**src/rtl/smeu_pkg.sv**
```systemverilog
// ----------------------------------------------------------------------------
// smeu_pkg: shared types and constants of the stack machine execute unit
// Opcodes, status codes, stack sizing, cell shift modes and channel payloads.
// ----------------------------------------------------------------------------
package smeu_pkg;

	localparam int STACK_DEPTH = 64;
	localparam int SP_W        = $clog2(STACK_DEPTH + 1);
	localparam int DATA_W      = 32;

	// opcodes
	localparam logic [3:0] OP_HALT  = 4'd0;
	localparam logic [3:0] OP_PUSH  = 4'd1;
	localparam logic [3:0] OP_ADD   = 4'd2;
	localparam logic [3:0] OP_SUB   = 4'd3;
	localparam logic [3:0] OP_MUL   = 4'd4;
	localparam logic [3:0] OP_DIV   = 4'd5;
	localparam logic [3:0] OP_POP   = 4'd6;
	localparam logic [3:0] OP_RPUSH = 4'd7;
	localparam logic [3:0] OP_OUT   = 4'd8;
	localparam logic [3:0] OP_IN    = 4'd9;

	// status codes
	localparam logic [2:0] ST_OK      = 3'd0;
	localparam logic [2:0] ST_UNDER   = 3'd1;
	localparam logic [2:0] ST_OVER    = 3'd2;
	localparam logic [2:0] ST_DIVZERO = 3'd3;
	localparam logic [2:0] ST_HALTED  = 3'd4;

	// stack cell shift modes
	typedef logic [1:0] cell_mode_t;
	localparam cell_mode_t CELL_HOLD = 2'd0;
	localparam cell_mode_t CELL_PREV = 2'd1; // take from the cell above (toward top)
	localparam cell_mode_t CELL_NEXT = 2'd2; // take from the cell below

	typedef struct packed {
		logic [3:0]               kind;
		logic signed [DATA_W-1:0] value;
		logic [1:0]               reg_index;
	} item_t;

	typedef struct packed {
		logic                     out_valid;
		logic signed [DATA_W-1:0] out_value;
		logic [2:0]               status;
		logic                     is_halted;
	} result_t;

endpackage

```
**src/rtl/smeu_cell.sv**
```systemverilog
// ----------------------------------------------------------------------------
// smeu_cell: one operand stack entry
// Holds a word, or shifts in the word of its upper or lower neighbor.
// ----------------------------------------------------------------------------
module smeu_cell (
	input  logic                             clk,
	input  smeu_pkg::cell_mode_t             mode,
	input  logic [smeu_pkg::DATA_W-1:0]      prev_d,
	input  logic [smeu_pkg::DATA_W-1:0]      next_d,
	output logic [smeu_pkg::DATA_W-1:0]      q
);

	logic [smeu_pkg::DATA_W-1:0] word_q;

	always_ff @(posedge clk) begin
		case (mode)
			smeu_pkg::CELL_PREV: word_q <= prev_d;
			smeu_pkg::CELL_NEXT: word_q <= next_d;
			default:             word_q <= word_q;
		endcase
	end

	assign q = word_q;

endmodule

```
**config.mk**
```make
export PLATFORM = sky130hd
export DESIGN_NAME = smeu_cell
export DESIGN_NICKNAME = d
export VERILOG_FILES = /design/src/rtl/smeu_pkg.sv /design/src/rtl/smeu_cell.sv
export SDC_FILE = /design/constraint.sdc
export NUM_CORES = 1
export LEC_CHECK = 0
export ABC_AREA = 1
export BUFFER_PORTS_ARGS = -buffer_cell sky130_fd_sc_hd__buf_2
export CAP_MARGIN = 10
export CORE_UTILIZATION = 37
export CTS_CLUSTER_SIZE = 40
export DETAILED_ROUTE_END_ITERATION = 16
export GPL_ROUTABILITY_DRIVEN = 0
export PLACE_DENSITY = 0.73
export SETUP_SLACK_MARGIN = 0.2
export SLEW_MARGIN = 10
export SYNTH_ARGS = -nofsm -noshare
export SYNTH_HDL_FRONTEND = slang
export SYNTH_SLANG_ARGS = --single-unit
```
**constraint.sdc**
```tcl
create_clock -name clk -period 1.5 [get_ports clk]
set_input_delay 0.15 -clock clk [delete_from_list [all_inputs] [get_ports clk]]
set_output_delay 0.15 -clock clk [all_outputs]
set_load 0.02 [all_outputs]
```
# Word level (Yosys, flattened, before mapping)

Cells that the tools add are included.

Input port bits: 67
Flip-flop bits (word level): 32
Word-level logic and storage cells: 5
Output and inout bits: 32

Muxes and demuxes: 1
Reductions and logical operators: 1
Eq/ne operators: 2

Operator list:

| operator                                             | number |
|---|---|
| one-hot mux 32 bit (2 select lines)                  | 1 |
| equality test 2 x 1 -> 1 bit (second input constant) | 1 |
| equality test 2 bit (second input constant)          | 1 |
| nonzero test 2 bit                                   | 1 |

# Depth between registers and ports, before layout

Word-level depth: 2
Mapped depth: 7
Depth with buffers taken out: 5

# Worst setup path before layout

No wires, ideal clock.

Kind: input to register
From: input mode[0]
To: register word_q (netlist bit q[0]), enable pin
Required time: 1113 ps
Slack: 25 ps
Setup time: 387 ps
Arrival: 1088 ps
Buffers on the path: 0
Stages on the path: 3
Cell sequence: inv_1 ha_1 inv_1

Word-level cells in the longest chain between the ends: 2
Elaborated cells on any way between the ends: 3
Classes of those cells: eq/ne: 2; reduce/logical: 1

Ends and longest elaborated chain:

| element                                                                    | line            | source |
|---|---|---|
| start: declaration                                                         | smeu_cell.sv:7  | `input smeu_pkg::cell_mode_t mode,` |
| equality test 2 bit / equality test 2 x 1 -> 1 bit (equally long branches) | smeu_cell.sv:16 | `case (mode)` |
| nonzero test 2 bit (no source line) (*)                                    | n/a             |  |
| end signal: assignment                                                     | smeu_cell.sv:17 | `smeu_pkg::CELL_PREV: word_q <= prev_d;` |
| end signal: assignment                                                     | smeu_cell.sv:18 | `smeu_pkg::CELL_NEXT: word_q <= next_d;` |
| end signal: assignment                                                     | smeu_cell.sv:19 | `default: word_q <= word_q;` |
| end: declaration                                                           | smeu_cell.sv:13 | `logic [smeu_pkg::DATA_W-1:0] word_q;` |

Every way passes the cells marked *; elsewhere a longest branch is shown, timed or not.
A chain may end at the register's enable or synchronous reset.

# Final worst setup path

From: register word_q (netlist bit q[19])
To: output q[19] (netlist bit)

RTL lines:

| element          | line            | source |
|---|---|---|
| end: declaration | smeu_cell.sv:10 | `output logic [smeu_pkg::DATA_W-1:0] q` |

No word-level cell between the ends.

==> results.md <==
* Number of I/O port buffers at a little under 100
* DRC Markers at 0
* Class of the tightest hold or removal check: in -> reg
* Max-Slew Margin vs Limit at between 80% and 90%
* Core region area at around 3700 um2
* Hold Violations, Final at 0
* Max stage delay cell, worst path: edfxtp_1
* Clock tree from TritonCTS: done
* Starting density of the core at between 30% and 40%
* Worst-Margin Slew at around 0.22 ns
* Highest ir drop seen on vdd at 0.0005148 V
* Total of warnings raised by yosys at 0
* Number of instances in the synthesized netlist at ~140
* Std-Cell Rows at 22
* Clock buffer count from CTS at 5
* Commonest cells after routing, fill and taps aside: 98 x buf_2, 86 x nand2_1, 32 x edfxtp_1
* RSZ-0062 raised after global routing: no
* Element type at the critical path end: primary output
* Nets at about 300
* Tot GR Track Use at around 17%
* First-pass GRT wire length at about 5.3 mm
* Largest cells by area after synthesis: edfxtp_1 65%, nand2_1 22%, nand2_2 4.2%
* Post-DR vias/cell at around 4.4
* Classification of the worst setup path: reg -> out
* Average footprint of a synthesized cell at about 11 um2
* Post-Place Worst Slack at about 0.3 ns
* Reg clk slew, reported paths at roughly 0.07 ns
* Initial antenna violation count at 0
* Die boundary height at about 65 um
* Root buffer cell: clkbuf_8
* Setup Total Neg Slack at 0 ns
* Layout cells sized above 1 at around 50%
* Share of the clock period used by the worst path at 65.31%
* Syn Nets at 207
* DRT iter0 DRCs at 56
* Outcome: finished clean
* Peak per-stage delay on the critical path at between 0.3 and 0.4 ns
* Maximum achievable frequency at between 1000 and 1500 MHz
* Share of the yosys chip area belonging to registers at about two thirds
* Io pins at 99
* Maximum number of pins on one net before global-route repair at 33
* Worst-case hold slack at 0.1269 ns
* Netlist cell types at 9
* Min setup slack post-route at 0.5203 ns
* Most area-hungry cell type in the Yosys netlist: edfxtp_1
* Area of all sequential standard cells at between 900 and 1000 um2
* Detailed-route wire length per cell at 11.04 um
* HPWL after detailed placement at roughly 2.3 mm
* Die Area at roughly 4200 um2
* Aggregate global routing overflow at 0
* Leading cell type in the layout, fill and taps excluded: buf_2
* Final critical delay including setup and external delays at roughly 0.98 ns
* Total power density per cell area at approximately 1200 nW/um2
* Area Overhead vs Synth at 41.12%
* Crit path max-delay family: flip-flops
* Htree depth at 2
* Worst endpoint data arrival time at approximately 0.83 ns
* Antenna-violating nets left at 0
* Area share of the largest cell type after synthesis at about two thirds
* Via count at about 1300
* Horizontal die dimension at ~65 um
* Final routed wirelength across all metal layers at roughly 3.2 mm
* Area of the multi-input gates at roughly 400 um2
* Final cell utilization of the core at a little under three fifths
* Final max-slew violation count at 0
* Max FFs per register at 32
* Total clock sinks at 32
* Number of buffers and inverters on the critical path at 1
* Hold-fix buffers at CTS at 0
* # Post-CTS Setup Buffers at 0
* Final setup violation count at 0
* Leakage power at 1.063 nW
* Number of detailed-routing iterations run before antenna repair at 4
* Startpoint types: flop
* Max FO, Critical Path at 1
* Synthesized flop and latch total at 32
* Sequence of cells on the critical path: buf_2
* Vias in the first global route at about 1300
* Diode count at 0
* Post-Synthesis Cell Area at 1473 um2
* Post-cts resize count at 0
* Max cap viols at 0
* Required time of the critical path at between 1 and 1.5 ns
* Maximum number of buffers from clock root to sink at 2
* Fill count at approximately 350
==> kinds of logic (layout without fill, tap and decap cells) <==
logic type    count (synthesis)  count (layout)  synth area share [%]
fa+ha+maj                     1               1                0.8495
simple gates                 96              96                 26.17
buf+inv                      10             111                 7.732
flops                        32              32                 65.25
==> report_power, final <==
| part | switching, W | leakage [nW] | internal (W) | total (W) |
|---|---|---|---|---|
| Combinational | 0.000338 | 0.698 | 0.000197 | 0.000535 |
| Clock | 0.000303 | 0.0532 | 0.000483 | 0.000786 |
| Sequential | 0.0000288 | 0.312 | 0.00114 | 0.00117 |
| Total | 0.000670 | 1.06 | 0.00182 | 0.00249 |
==> routing by layer <==
metal	share of wire [%]	global-route usage (%)	vias to the layer above
met3	9.9	7.465	4
met5	0	0	-
met2	50	30.47	65
li1	-	-	641
met1	39	17.25	566
met4	1.5	7.065	0
==> worst paths after layout <==
check | start | endpoint | depth (start not counted)
worst min-delay path | prev_d[12] | q[12] | 3
worst max-delay path | q[19] | q[19] | 1
==> synth_stat cells <==
| master | instances |
|---|---|
| clkbuf_8 | 3 |
| inv_1 | 2 |
| ha_1 | 1 |
| nand2_1 | 86 |
| inv_8 | 1 |
| buf_12 | 1 |
| nand2_2 | 10 |
| edfxtp_1 | 32 |
| buf_6 | 3 |
==> through the flow <==
| step | total power [W] | cells | area, um2 |
|---|---|---|---|
| floorplan | 0.001507 | 139 | 1489 |
| global placement | 0.001721 | 280 | 1972 |
| detailed placement | 0.001732 | 280 | 1972 |
| CTS | 0.002515 | 288 | 2078 |
| global route | 0.002606 | 288 | 2078 |
| finish | 0.002490 | 288 | 2078 |
==> layout make-up <==
cell class,count,share of cell area [%]
Clock buffer,5,3.311
Clock inverter,3,1.806
Inverter,3,1.084
Multi-Input combinational cell,97,19.75
Sequential cell,32,46.24
Tap cell,48,2.890
Timing Repair Buffer,100,24.92
==> worst min-delay path, cell delays in order <==
cell,delay [ns]
buf_2,0.08
nand2_1,0.04
nand2_1,0.04
No activity file was read; power rests on OpenSTA's default activity.
