$ cat config.mk
export PLATFORM = sky130hd
export DESIGN_NAME = smeu_div
export DESIGN_NICKNAME = d
export VERILOG_FILES = /design/src/rtl/smeu_pkg.sv /design/src/rtl/smeu_div.sv
export SDC_FILE = /design/constraint.sdc
export NUM_CORES = 1
export LEC_CHECK = 0
export BUFFER_PORTS_ARGS = -buffer_cell sky130_fd_sc_hd__buf_2
export CORE_MARGIN = 3
export CORE_UTILIZATION = 35
export DETAILED_ROUTE_END_ITERATION = 10
export SKIP_CTS_REPAIR_TIMING = 1
export SYNTH_ARGS = -nofsm -noshare
export SYNTH_HDL_FRONTEND = slang
export SYNTH_SLANG_ARGS = --single-unit
$ cat constraint.sdc
create_clock -name clk -period 2.7 [get_ports clk]
set_input_delay 0.405 -clock clk [delete_from_list [all_inputs] [get_ports clk]]
set_output_delay 0.405 -clock clk [all_outputs]
set_load 0.005 [all_outputs]
$ cat src/rtl/smeu_pkg.sv
// ----------------------------------------------------------------------------
// smeu_pkg: shared types and constants of the stack machine execute unit
// Opcodes, status codes, stack sizing, cell shift modes and channel payloads.
// ----------------------------------------------------------------------------
package smeu_pkg;

	localparam int STACK_DEPTH = 64;
	localparam int SP_W        = $clog2(STACK_DEPTH + 1);
	localparam int DATA_W      = 32;

	// opcodes
	localparam logic [3:0] OP_HALT  = 4'd0;
	localparam logic [3:0] OP_PUSH  = 4'd1;
	localparam logic [3:0] OP_ADD   = 4'd2;
	localparam logic [3:0] OP_SUB   = 4'd3;
	localparam logic [3:0] OP_MUL   = 4'd4;
	localparam logic [3:0] OP_DIV   = 4'd5;
	localparam logic [3:0] OP_POP   = 4'd6;
	localparam logic [3:0] OP_RPUSH = 4'd7;
	localparam logic [3:0] OP_OUT   = 4'd8;
	localparam logic [3:0] OP_IN    = 4'd9;

	// status codes
	localparam logic [2:0] ST_OK      = 3'd0;
	localparam logic [2:0] ST_UNDER   = 3'd1;
	localparam logic [2:0] ST_OVER    = 3'd2;
	localparam logic [2:0] ST_DIVZERO = 3'd3;
	localparam logic [2:0] ST_HALTED  = 3'd4;

	// stack cell shift modes
	typedef logic [1:0] cell_mode_t;
	localparam cell_mode_t CELL_HOLD = 2'd0;
	localparam cell_mode_t CELL_PREV = 2'd1; // take from the cell above (toward top)
	localparam cell_mode_t CELL_NEXT = 2'd2; // take from the cell below

	typedef struct packed {
		logic [3:0]               kind;
		logic signed [DATA_W-1:0] value;
		logic [1:0]               reg_index;
	} item_t;

	typedef struct packed {
		logic                     out_valid;
		logic signed [DATA_W-1:0] out_value;
		logic [2:0]               status;
		logic                     is_halted;
	} result_t;

endpackage

$ cat src/rtl/smeu_div.sv
// ----------------------------------------------------------------------------
// smeu_div: iterative signed divider
// Restoring division on magnitudes, one quotient bit per cycle, truncating.
// ----------------------------------------------------------------------------
module smeu_div (
	input  logic                        clk,
	input  logic                        arst_n,
	input  logic                        start,
	input  logic [smeu_pkg::DATA_W-1:0] dividend,
	input  logic [smeu_pkg::DATA_W-1:0] divisor,
	output logic                        done,
	output logic [smeu_pkg::DATA_W-1:0] quotient
);

	localparam int CNT_W = $clog2(smeu_pkg::DATA_W);
	localparam logic [CNT_W-1:0] LAST = CNT_W'(smeu_pkg::DATA_W - 1);

	logic                        busy_q;
	logic                        fin_q;
	logic [CNT_W-1:0]            cnt_q;
	logic                        neg_q;
	logic [smeu_pkg::DATA_W-1:0] quo_q;
	logic [smeu_pkg::DATA_W-1:0] rem_q;
	logic [smeu_pkg::DATA_W-1:0] dvs_q;
	logic [smeu_pkg::DATA_W+1:0] trial;
	logic                        borrow;
	logic [smeu_pkg::DATA_W-1:0] abs_a;
	logic [smeu_pkg::DATA_W-1:0] abs_b;

	assign abs_a  = dividend[smeu_pkg::DATA_W-1] ? (~dividend + 1'b1) : dividend;
	assign abs_b  = divisor[smeu_pkg::DATA_W-1]  ? (~divisor + 1'b1)  : divisor;
	assign trial  = {1'b0, rem_q, quo_q[smeu_pkg::DATA_W-1]} - {2'b00, dvs_q};
	assign borrow = trial[smeu_pkg::DATA_W+1];

	always_ff @(posedge clk or negedge arst_n) begin
		if (!arst_n) begin
			busy_q <= 1'b0;
			fin_q  <= 1'b0;
			cnt_q  <= '0;
		end else if (start) begin
			busy_q <= 1'b1;
			fin_q  <= 1'b0;
			cnt_q  <= '0;
		end else if (busy_q) begin
			cnt_q <= cnt_q + 1'b1;
			if (cnt_q == LAST) begin
				busy_q <= 1'b0;
				fin_q  <= 1'b1;
			end
		end
	end

	always_ff @(posedge clk) begin
		if (start) begin
			quo_q <= abs_a;
			dvs_q <= abs_b;
			rem_q <= '0;
			neg_q <= dividend[smeu_pkg::DATA_W-1] ^ divisor[smeu_pkg::DATA_W-1];
		end else if (busy_q) begin
			// remainder stays below the divisor magnitude, so its top bit is zero
			rem_q <= borrow ? {rem_q[smeu_pkg::DATA_W-2:0], quo_q[smeu_pkg::DATA_W-1]}
			                : trial[smeu_pkg::DATA_W-1:0];
			quo_q <= {quo_q[smeu_pkg::DATA_W-2:0], ~borrow};
		end
	end

	assign done     = fin_q;
	assign quotient = neg_q ? (~quo_q + 1'b1) : quo_q;

endmodule

Word level (Yosys, flattened, before mapping) --
Cells that the tools add are included.
Storage, ports and cells: word-level logic and storage cells 36, output and inout port bits 33, flip-flop bits (word level) 104
Operators by class: muxes and demuxes 14, reductions and logical operators 3, bitwise gates (word level) 5, add/subtract/negate cells 5, equal/unequal tests 1
Operators by type and width (number):
- 2-to-1 mux 32 bit | 5
- adder 32 x 1 -> 32 bit (second input constant) | 3
- inverter 32 bit | 3
- subtractor 33 x 32 -> 34 bit | 1
- 2-to-1 mux 31 bit | 1
- 2-to-1 mux 5 bit | 2
- 2-to-1 mux 1 bit | 6
- adder 5 x 1 -> 5 bit (second input constant) | 1
- == test 5 bit (second input constant) | 1
- nonzero test 2 bit | 2
- AND reduction 2 bit | 1
- inverter 1 bit | 1
- bitwise XOR 1 bit | 1

Depth between registers and ports, before layout --
Gate-level depths: netlist (run 1).
depth after elaboration 4, depth in mapped cells 13, mapped depth without buffers 12

Least setup slack after synthesis (run 1) --
OpenSTA, ideal clock, no wires.
path kind reg2reg, start point reg quo_q[31] in the netlist's numbering, end point reg rem_q[20] in the netlist's numbering, clock period less this slack 2920 ps, stages on the path, launching flop included 13, path slack -220 ps, arrival 2829 ps, setup time 91 ps, required time 2609 ps, path through edfxtp_1 > inv_1 > ha_1 > inv_1 > fa_1 > a211oi_1 > o211ai_1 > a21oi_1 > o21ai_0 > a2111oi_0 > a311oi_1 > or2_2 > a311oi_1
On the way: longest elaborated chain between the ends 2
RTL lines:
- from (decl) | line smeu_div.sv:22 | logic [smeu_pkg::DATA_W-1:0] quo_q;
- from (signal assigned) | line smeu_div.sv:55 | quo_q <= abs_a;
- from (signal assigned) | line smeu_div.sv:63 | quo_q <= {quo_q[smeu_pkg::DATA_W-2:0], ~borrow};
- subtractor 33 x 32 -> 34 bit | line smeu_div.sv:32 | assign trial = {1'b0, rem_q, quo_q[smeu_pkg::DATA_W-1]} - {2'b00, dvs_q};
- 2-to-1 mux 32 bit | line smeu_div.sv:61 | rem_q <= borrow ? {rem_q[smeu_pkg::DATA_W-2:0], quo_q[smeu_pkg::DATA_W-1]}
- to (signal assigned) | line smeu_div.sv:61
- to (decl) | line smeu_div.sv:23 | logic [smeu_pkg::DATA_W-1:0] rem_q;
Every way passes these cells. A chain may end at the register's enable or synchronous reset.

Worst setup path in the final report (run 1) --
start point reg quo_q[10] in the netlist's numbering, end point out quotient[28] in the netlist's numbering
On the way: longest elaborated chain between the ends 3
RTL lines:
- inverter 32 bit | line smeu_div.sv:68 | assign quotient = neg_q ? (~quo_q + 1'b1) : quo_q;
- adder 32 x 1 -> 32 bit | line smeu_div.sv:68
- 2-to-1 mux 32 bit | line smeu_div.sv:68
- to (decl) | line smeu_div.sv:12 | output logic [smeu_pkg::DATA_W-1:0] quotient
Every way passes these cells.

==> summary.txt, run 1 <==
Run status
  • Outcome: finished with violations
  • Violated checks: setup timing

Placed design
  • Number of instances in the placed design: 1,337
  • Placed wire-length estimate after detailed placement: 15.0 mm
  • RD Place Congestion: 0.875
  • Count of buffers from port buffering: 99

Pwr
  • Portion of total power attributed to combinational logic: 52.5%
  • Reported net switching power: 2.96 mW
  • Total power of the final layout: 7.69 mW
  • Worst IR Drop VDD: 446 uV
  • Clock network fraction of design power: 18.2%
  • Sw Ratio: 38.5%
  • Sequential share of power: 29.3%
  • Int Pwr: 4.73 mW
  • Static Leak: 4.47 nW
  • Power density over the cells: 729 nW/um^2

Timing
  • Setup repair after global routing missed its margin: true
  • Final hold viol count: 0
  • Final period utilization: 126%
  • Final worst slack: -0.690 ns
  • Worst hold slack after final layout: 0.308 ns
  • Worst clock skew on the final layout: 0.0110 ns
  • Final setup violation count: 27
  • Final sum of negative setup slack: -8.88 ns
  • Achievable Freq: 0.295 GHz
  • Measured slew at the worst slew-check pin: 0.723 ns
  • Worst rel slew slack: 51.8%
  • Count of final max-slew check failures: 0
  • Time the worst path needs with I/O delays and setup: 3.39 ns

Finish
  • Ratio of cells with drive above 1 in the final layout: 35.1%
  • Total number of nets in the final design: 1,194
  • Footprint of the multi-input gates: 5250 um^2
  • Most common cell after layout, fill and taps aside: buf_4
  • Synth-to-layout area growth: 36.2%
  • Antenna diode count: 0
  • Fill cell count: 1,985
  • Core Util, Final: 49.4%
  • Area of all sequential standard cells: 2770 um^2
  • Layout Cells excl Fill: 1,369
  • Most used cells in the layout excluding fill and tap cells: buf_4 (131), buf_2 (98), xnor2_1 (78)

Floorplanning
  • Initial core utilization: 36.3%
  • Die X-Extent: 155 um
  • Number of I/O pins: 100
  • Number of cell rows: 53
  • Full die area: 23,900 um^2
  • Y dimension of the die: 155 um
  • Area of the core: 21,400 um^2

Critical path
  • Startpoint type of the worst setup path: flop
  • Crit-path most repeated cell: or4_4
  • Endpoint of the most critical register-to-register path: rem_q[20]
  • Startpoint of the most critical register-to-register path: quo_q[31]
  • Endpoint of the worst setup timing path: quotient[28]
  • Worst EP required: 2.30 ns
  • Crit path launch: quo_q[10]
  • Critical path peak fanout: 4
  • R2R depth: 12
  • Slowest cell on the critical path: or4_4
  • Number of stages on the worst setup path: 8
  • Crit path DAT: 2.99 ns
  • Highest cell delay on the worst timing path: 0.55 ns
  • Crit path cell chain: or4_4 > or4_4 > or2_4 > or3_4 > nand2b_4 > o31ai_4 > xnor2_1 > buf_2
  • Buffers and inverters on the worst path: 1
  • Register-to-register setup slack: -0.10 ns
  • Classification of the worst setup path: reg2out
  • Top delay family on crit path: simple AND/OR/NAND/NOR gates
  • Element type at the critical path end: output port

Clocking
  • Post-CTS clock slew at the launch and capture registers of the worst setup and hold paths: 0.08 ns
  • Skew-Pair Late Insertion Delay: 0.37 ns
  • Num Clock Sinks: 104
  • Cell at the root of the clock tree: clkbuf_16
  • Maximum number of buffers from clock root to sink: 2
  • Clock tree from TritonCTS: done
  • Depth of the CTS H-tree: 3
  • Clock buffer count from CTS: 9

Route
  • Vias: 7,270
  • Post-DR wirelength/cell: 15.4 um
  • Drt drc: 0
  • Wire length after detailed routing: 21.1 mm
  • Antenna violation net count after detailed routing: 0
  • Number of DRC markers in iteration 0: 395
  • Vias per std cell: 5.31
  • Number of search-and-repair iterations in the first detailed-routing pass: 5

Synth
  • Synthesized area per cell: 8.80 um^2
  • Top cells by area in the synthesized netlist: edfxtp_1 (25%), xnor2_1 (8.9%), dfxtp_1 (8.3%)
  • Post-synth design cell area: 7740 um^2
  • Yosys reg bits: 104
  • Share of async-settable or async-resettable flops after synthesis: 6.73%
  • Synthesized net count: 985
  • Library cell with the largest summed area after synthesis: edfxtp_1
  • Area share of the largest cell type after synthesis: 25.2%
  • Commonest register cell after synthesis: edfxtp_1
  • Number of warnings issued by yosys: 0
  • Count of flip-flops with a built-in enable after synthesis: 65
  • Count of different cell masters after synthesis: 71
  • Sequential element share of the synthesized area: 35.7%
  • Syn Inst Count: 880

Global routing
  • Overall global routing resource usage: 16.6%
  • Wire length of the first global-routing pass: 32.7 mm
  • Vias in the first global route: 6,632
  • Overflow left after global routing: 0
  • Number of antenna violations at the first check in global routing: 0
  • Pin count of the biggest net entering global routing: 130

Flow run
  • Reported max-cap violation count: 0

Worst hold path
  • Number of cells on the worst hold path: 1
  • Min-delay worst type: in2reg
flip-flops by register name, summed over array words and instances, names as in the netlist:
signal  count
dvs_q      32
quo_q      32
rem_q      32
cnt_q       5
busy_q      1
done        1
neg_q       1
how the worst min path moves through the flow:
stage	from	to	slack, ns
after floorplan	arst_n	busy_q	0.11
after global placement	arst_n	cnt_q[2]	0.25
after detailed placement	arst_n	done	0.25
after CTS	arst_n	cnt_q[3]	-0.15
after global routing	divisor[0]	dvs_q[0]	0.30
final	divisor[0]	dvs_q[0]	0.31
kinds of logic (layout without fill, tap and decap cells):
| family | count (synthesis) | after routing | share of synthesized area, % |
|---|---|---|---|
| xor+xnor | 119 | 119 | 13.5 |
| flops | 104 | 104 | 35.7 |
| compound gates | 242 | 242 | 21.3 |
| simple gates | 280 | 280 | 17.9 |
| buf+inv | 93 | 307 | 4.80 |
| fa+ha+maj | 38 | 38 | 6.24 |
| mux | 4 | 4 | 0.533 |
metal layers:
metal	up-vias	wire length, um	GRT usage (%)	share of wire, %
met3	19	1090	2.41	5.2
li1	3623	-	-	-
met5	-	0	0	0
met2	191	9740	25.6	46
met4	0	249	4.67	1.2
met1	3437	10000	24.1	47
worst register-to-register path, cell delays in order, from the launching register on:
cell and delay, ns:
edfxtp_1 0.39, inv_1 0.07, ha_2 0.18, inv_2 0.04
fa_2 0.36, a211oi_4 0.25, o211ai_1 0.18, a21oi_2 0.21
o21ai_2 0.11, a2111oi_2 0.37, a311oi_1 0.10, or2_4 0.24
a311oi_1 0.23
cells in the mapped netlist, types with 3 or more instances:
cell type,instances
a31oi_1,4
nor2_1,78
a32oi_1,4
and4_1,3
nand2b_1,6
a21oi_1,65
and3_1,7
nor3_1,19
buf_1,5
nand2_1,93
nand2b_4,4
edfxtp_1,65
clkbuf_1,31
nor2b_1,4
and2_1,3
or4_4,3
dfxtp_1,32
nor4_1,5
o21ai_0,49
o31ai_1,26
or4_1,10
o41ai_1,10
buf_2,6
nand3_1,15
nand4_1,8
o21a_1,4
o211ai_1,7
a311oi_1,22
a311o_1,3
o21ai_1,3
inv_1,47
or3_4,3
xnor2_1,79
dfrtp_1,7
a21o_1,14
o21bai_1,6
xor2_1,40
or3_1,9
o41ai_2,4
ha_1,37
mux2i_1,3
power groups by stage:
stage	clock network, mW	logic (mW)	registers (mW)
global route	1.49	4.40	2.29
global placement	0	3.18	2.23
finish	1.40	4.04	2.25
detailed placement	0	3.21	2.24
CTS	1.43	3.23	2.21
floorplan	0	2.03	2.21
area by class of cell:
cell class | count | share of cell area (%)
Clock buffer | 11 | 2.61
Tap cell | 275 | 3.26
Clock inverter | 5 | 0.391
Inverter | 48 | 1.71
Multi-Input combinational cell | 683 | 49.7
Timing Repair Buffer | 243 | 16.0
Sequential cell | 104 | 26.3
per-stage QoR:
stage | worst slack (ns) | cell area, um^2
after floorplan | -0.149 | 7790
after global placement | -0.299 | 9410
after detailed placement | -0.317 | 9410
after CTS | -0.724 | 9730
after global routing | -0.760 | 10500
final | -0.690 | 10500
Note: power is estimated with default switching activity, not from simulation.
==> run 2, diff against run 1 <==
Settings changed: PLACE_DENSITY_LB_ADDON set to 0.1.
==> run 2 against run 1 <==
  * The flow still finishes with violations (setup timing)
  * Flip-flop and latch count stayed put
  * Via count is 1.4% lower
  * Maximum frequency is 1.3% higher
  * Final cell count is 1.1% higher
  * Largest power group unchanged
  * Highest routed layer unchanged
==> summary.txt, run 2 (synthesized netlist as in run 1, its figures left out) <==
Run status
  • Outcome: finished with violations
  • Violated checks: setup timing

Floorplanning
  • Die X-Extent: 155 um (unchanged)
  • Full die area: 23,900 um^2 (unchanged)
  • Number of I/O pins: 100 (unchanged)
  • Y dimension of the die: 155 um (unchanged)
  • Area of the core: 21,400 um^2 (unchanged)
  • Number of cell rows: 53 (unchanged)
  • Initial core utilization: 36.3% (unchanged)

Critical path
  • Critical path peak fanout: 4 (unchanged)
  • Startpoint of the most critical register-to-register path: quo_q[31]
  • Endpoint of the most critical register-to-register path: rem_q[20]
  • Crit path cell chain: or4_4 > or4_4 > or2_4 > nor3_1 > nand2_1 > o41ai_1 > xnor2_1 > buf_2
  • Classification of the worst setup path: reg2out
  • Highest cell delay on the worst timing path: 0.55 ns (about the same)
  • Startpoint type of the worst setup path: flop
  • Register-to-register setup slack: -0.16 ns (-0.06 ns)
  • Crit path launch: quo_q[13]
  • Buffers and inverters on the worst path: 1 (unchanged)
  • Element type at the critical path end: output port
  • Top delay family on crit path: simple AND/OR/NAND/NOR gates
  • Slowest cell on the critical path: or4_4
  • Worst EP required: 2.30 ns (about the same)
  • R2R depth: 12 (unchanged)
  • Crit-path most repeated cell: or4_4
  • Crit path DAT: 2.94 ns (-0.05 ns)

Placed design
  • Count of buffers from port buffering: 99 (unchanged)
  • Post-Place Cell Area: 9550 um^2 (+1.4%)
  • Number of instances in the placed design: 1,355 (+1.3%)
  • RD Place Congestion: 0.842 (-3.8%)
  • Placed wire-length estimate after detailed placement: 15.6 mm (+4.6%)

Route
  • Number of DRC markers in iteration 0: 346 (-12%)
  • Number of search-and-repair iterations in the first detailed-routing pass: 4 (-1)
  • Post-DR wirelength/cell: 15.6 um (+1.3%)
  • Vias per std cell: 5.18 (-2.5%)
  • Antenna violation net count after detailed routing: 0 (unchanged)
  • Wire length after detailed routing: 21.6 mm (+2.4%)
  • Drt drc: 0 (unchanged)
  • Vias: 7,165 (-1.4%)

Finish
  • Summed area of non-filler cells in the final layout: 10,600 um^2 (+0.68%)
  • Antenna diode count: 0 (unchanged)
  • Footprint of the multi-input gates: 5240 um^2 (-0.19%)
  • Layout Cells excl Fill: 1,384 (+1.1%)
  • Total number of nets in the final design: 1,209 (+1.3%)
  • Most common cell after layout, fill and taps aside: buf_4
  • Ratio of cells with drive above 1 in the final layout: 36.0% (+0.88 points)
  • Most used cells in the layout excluding fill and tap cells: buf_4 (146), buf_2 (98), nor2_1 (76)
  • Biggest registers after layout: dvs_q (32), quo_q (32), rem_q (32)
  • Area of all sequential standard cells: 2770 um^2 (unchanged)
  • Fill cell count: 2,081 (+4.8%)
  • Core Util, Final: 49.7% (+0.33 points)
  • Synth-to-layout area growth: 37.1%

Clocking
  • Maximum number of buffers from clock root to sink: 2 (unchanged)
  • Depth of the CTS H-tree: 3 (unchanged)
  • Clock buffer count from CTS: 9 (unchanged)
  • Num Clock Sinks: 104 (unchanged)
  • Post-CTS clock slew at the launch and capture registers of the worst setup and hold paths: 0.07 ns (about the same)
  • Cell at the root of the clock tree: clkbuf_16
  • Skew-Pair Late Insertion Delay: 0.35 ns (-0.02 ns)
  • Clock tree from TritonCTS: done

Pwr
  • Static Leak: 4.51 nW (+0.96%)
  • Sequential share of power: 28.4% (-0.9 points)
  • Power density over the cells: 740 nW/um^2 (+1.5%)
  • Portion of total power attributed to combinational logic: 55.1% (+2.6 points)
  • Clock network fraction of design power: 16.5% (-1.7 points)
  • Sw Ratio: 39.0% (+0.48 points)
  • Reported net switching power: 3.06 mW (+3.5%)
  • Worst IR Drop VDD: 427 uV (-4.4%)
  • Int Pwr: 4.80 mW (+1.4%)

Global routing
  • Most used routing layer: met2
  • Met3 Usage GRT: 2.07% (-0.34 points)
  • Vias in the first global route: 6,686 (+0.81%)
  • M1 GR Usage: 24.6% (+0.48 points)
  • Overall global routing resource usage: 17.1% (+0.52 points)
  • Wire length of the first global-routing pass: 33.8 mm (+3.1%)
  • GR Util met2: 27.3% (+1.7 points)
  • Pin count of the biggest net entering global routing: 130 (unchanged)
  • Number of antenna violations at the first check in global routing: 0 (unchanged)
  • Overflow left after global routing: 0 (unchanged)

Timing
  • Final worst slack: -0.646 ns (+0.0445 ns)
  • Final hold viol count: 0 (unchanged)
  • Count of final max-slew check failures: 0 (unchanged)
  • Final period utilization: 124% (-1.6 points)
  • Time the worst path needs with I/O delays and setup: 3.35 ns (-0.0445 ns)
  • Worst rel slew slack: 47.9% (-3.9 points)
  • Final setup violation count: 37 (+37%)
  • Measured slew at the worst slew-check pin: 0.782 ns (+0.0589 ns)
  • Worst clock skew on the final layout: 0.00914 ns (-0.00190 ns)
  • Setup repair after global routing missed its margin: true
  • Achievable Freq: 0.299 GHz (+1.3%)

Worst hold path
  • Number of cells on the worst hold path: 1 (unchanged)
  • Worst Min Path Start: divisor[0]
  • Min-delay worst type: in2reg
  • Endpoint with the worst hold slack: dvs_q[0]

Flow run
  • Reported max-cap violation count: 0 (unchanged)
-- run 2: final cells by class --
class / count / share of cell area [%]
Clock buffer: 10 / 2.16
Clock inverter: 6 / 0.483
Inverter: 48 / 1.70
Multi-Input combinational cell: 683 / 49.3
Sequential cell: 104 / 26.1
Tap cell: 275 / 3.24
Timing Repair Buffer: 258 / 17.0
-- run 2: worst max-delay path by stage --
stage / end / cells past startpoint
after CTS: quotient[25] / 9
after global placement: rem_q[20] / 12
after floorplan: quotient[28] / 7
after global routing: quotient[29] / 8
final: quotient[29] / 8
after detailed placement: rem_q[20] / 12
-- run 2: power groups by stage --
stage | Combinational [mW] | Sequential, mW | Clock, mW
global placement | 3.37 | 2.24 | 0
CTS | 3.38 | 2.20 | 1.33
finish | 4.33 | 2.23 | 1.29
global route | 4.74 | 2.27 | 1.41
floorplan | 2.03 | 2.21 | 0
detailed placement | 3.36 | 2.23 | 0
-- run 2: stage by stage --
stage	setup TNS, ns	worst slack (ns)	power, mW	hold WS [ns]
final	-9.45	-0.646	7.86	0.301
after detailed placement	-7.39	-0.411	5.59	0.248
after CTS	-13.73	-0.713	6.92	-0.137
after floorplan	-0.916	-0.149	4.24	0.109
after global placement	-6.68	-0.273	5.60	0.251
after global routing	-14.45	-0.795	8.41	0.297
-- run 2: metal layers --
metal / up-vias / share of wire, %
met5: - / 0
met4: 0 / 1.2
met3: 19 / 3.3
met2: 115 / 46
met1: 3354 / 50
li1: 3677 / -
==> run 3, diff against run 2 <==
Settings changed: BUFFER_PORTS_ARGS -buffer_cell sky130_fd_sc_hd__buf_2 to -buffer_cell sky130_fd_sc_hd__clkbuf_2, CTS_CLUSTER_SIZE set to 40.
==> run 3 against run 2 <==
  * The flow still finishes with violations (setup timing)
  * Wire length is 0.20% higher
  * Global-route usage hardly changed
  * Combinational power is 1% lower
  * First-iteration DRC count is 13% lower
  * Critical path depth is 1 lower
  * Power is 1.3% lower
  * Hold slack better by 0.057 ns
  * Largest cell class unchanged
  * Via count is 0.47% lower
  * Final area is 0.45% higher
  * Utilization is 0.22 points higher
==> summary.txt, run 3 (synthesized netlist as in run 1, its figures left out) <==
Finish
  • Antenna diode count: 0 (unchanged)
  • Ratio of cells with drive above 1 in the final layout: 36.1% (+0.090 points)
  • Total number of nets in the final design: 1,209 (unchanged)
  • Core Util, Final: 50.0% (+0.22 points)
  • Biggest registers after layout: dvs_q (32), quo_q (32), rem_q (32)
  • Synth-to-layout area growth: 37.7%
  • Most common cell after layout, fill and taps aside: buf_4
  • Most used cells in the layout excluding fill and tap cells: buf_4 (143), clkbuf_2 (83), nor2_1 (76)

Floorplanning
  • Initial core utilization: 36.3% (unchanged)
  • Full die area: 23,900 um^2 (unchanged)
  • Area of the core: 21,400 um^2 (unchanged)
  • Y dimension of the die: 155 um (unchanged)
  • Number of I/O pins: 100 (unchanged)
  • Number of cell rows: 53 (unchanged)
  • Die X-Extent: 155 um (unchanged)

Clocking
  • Clock buffer count from CTS: 9 (unchanged)
  • Num Clock Sinks: 104 (unchanged)
  • Clock tree from TritonCTS: done
  • Post-CTS clock slew at the launch and capture registers of the worst setup and hold paths: 0.08 ns (about the same)
  • Maximum number of buffers from clock root to sink: 2 (unchanged)
  • Skew-Pair Late Insertion Delay: 0.36 ns (about the same)
  • Depth of the CTS H-tree: 3 (unchanged)
  • Cell at the root of the clock tree: clkbuf_16

Flow run
  • Reported max-cap violation count: 0 (unchanged)

Pwr
  • Worst IR Drop VDD: 343 uV (-20%)
  • Power density over the cells: 727 nW/um^2 (-1.7%)
  • Static Leak: 4.52 nW (+0.26%)

Placed design
  • RD Place Congestion: 0.832 (-1.2%)
  • Count of buffers from port buffering: 99 (unchanged)
  • Placed wire-length estimate after detailed placement: 15.6 mm (about the same)

Worst hold path
  • Worst Min Path Start: divisor[17]
  • Min-delay worst type: in2reg

Critical path
  • Crit path launch: quo_q[13]
  • Critical path peak fanout: 4 (unchanged)
  • Startpoint of the most critical register-to-register path: quo_q[31]
  • Worst EP required: 2.30 ns (about the same)
  • Classification of the worst setup path: reg2out
  • Element type at the critical path end: output port
  • Startpoint type of the worst setup path: flop
  • Crit path DAT: 2.95 ns (about the same)

Timing
  • Time the worst path needs with I/O delays and setup: 3.36 ns (+0.00979 ns)
  • Final worst slack: -0.655 ns (-0.00979 ns)
  • Count of final max-slew check failures: 0 (unchanged)
  • Worst clock skew on the final layout: 0.00815 ns (-0.000997 ns)
  • Final sum of negative setup slack: -8.98 ns (+0.472 ns)
  • Final setup violation count: 43 (+16%)
  • Final hold viol count: 0 (unchanged)
  • Worst hold slack after final layout: 0.357 ns (+0.0568 ns)
  • Setup repair after global routing missed its margin: true
  • Final period utilization: 124% (+0.36 points)
  • Worst rel slew slack: 54.8% (+6.9 points)
  • Measured slew at the worst slew-check pin: 0.678 ns (-0.103 ns)
  • Achievable Freq: 0.298 GHz (-0.29%)

Route
  • Number of search-and-repair iterations in the first detailed-routing pass: 4 (unchanged)
  • Vias per std cell: 5.15 (-0.47%)
  • Number of DRC markers in iteration 0: 302 (-13%)
  • Antenna violation net count after detailed routing: 0 (unchanged)
  • Post-DR wirelength/cell: 15.6 um (+0.20%)
  • Drt drc: 0 (unchanged)
  • Wire length after detailed routing: 21.6 mm (+0.20%)
  • Vias: 7,131 (-0.47%)

Global routing
  • Overall global routing resource usage: 17.1% (about the same)
  • Wire length of the first global-routing pass: 33.7 mm (-0.18%)
  • Vias in the first global route: 6,624 (-0.93%)
  • Pin count of the biggest net entering global routing: 130 (unchanged)
  • Number of antenna violations at the first check in global routing: 0 (unchanged)
  • Overflow left after global routing: 0 (unchanged)

Run status
  • Violated checks: setup timing
  • Outcome: finished with violations
run 3: changes by cell type in the layout (fill, tap and decap cells not counted), sizes merged:
cell | previous run | this run
buf | 255 | 172
clkbuf | 12 | 97
clkinv | 1 | 2
clkinvlp | 1 | 0
inv | 52 | 50
run 3: routing by layer:
layer	wire length, um	global-route usage, %	vias to the layer above
met1	10800	24.6	3344
li1	-	-	3664
met3	739	2.49	11
met4	227	3.95	0
met5	0	0	-
met2	9910	27.1	112
run 3: worst max-delay path: stages, from the launching register on:
cell      delay (ns)
edfxtp_1        0.38
or4_4           0.54
or4_4           0.43
or2_4           0.25
or3_4           0.39
o41ai_4         0.31
xnor2_1         0.15
buf_2           0.14
run 3: through the flow:
stage | power (mW) | worst slack [ns] | std cells | cell area [um^2]
after detailed placement | 5.54 | -0.296 | 1349 | 9500
after global routing | 8.29 | -0.758 | 1384 | 10700
after floorplan | 4.24 | -0.149 | 880 | 7790
after CTS | 6.83 | -0.700 | 1365 | 9760
final | 7.76 | -0.655 | 1384 | 10700
after global placement | 5.55 | -0.274 | 1349 | 9500
run 3: final cells by class:
cell class	instances	area, um^2
fill	2043	10700
multi-input combinational	683	5300
sequential	104	2770
timing repair buffer	258	1810
tap	275	344
clock buffer	12	236
inverter	48	180
clock inverter	4	27.5
run 3: final timing paths:
kind | to | slack (ns) | depth (start not counted)
min reg2reg | done | 0.51 | 2
min in group asynchronous | cnt_q[3] | 0.42 | 2
max | quotient[25] | -0.66 | 7
max reg2reg | rem_q[20] | -0.10 | 12
max in group asynchronous | busy_q | 2.10 | 2
min | dvs_q[17] | 0.36 | 2
run 3: report_power, final:
group | internal, mW | switching [mW] | total [mW]
clock | 0.633 | 0.630 | 1.26
combinational | 2.14 | 2.13 | 4.27
sequential | 2.00 | 0.230 | 2.23
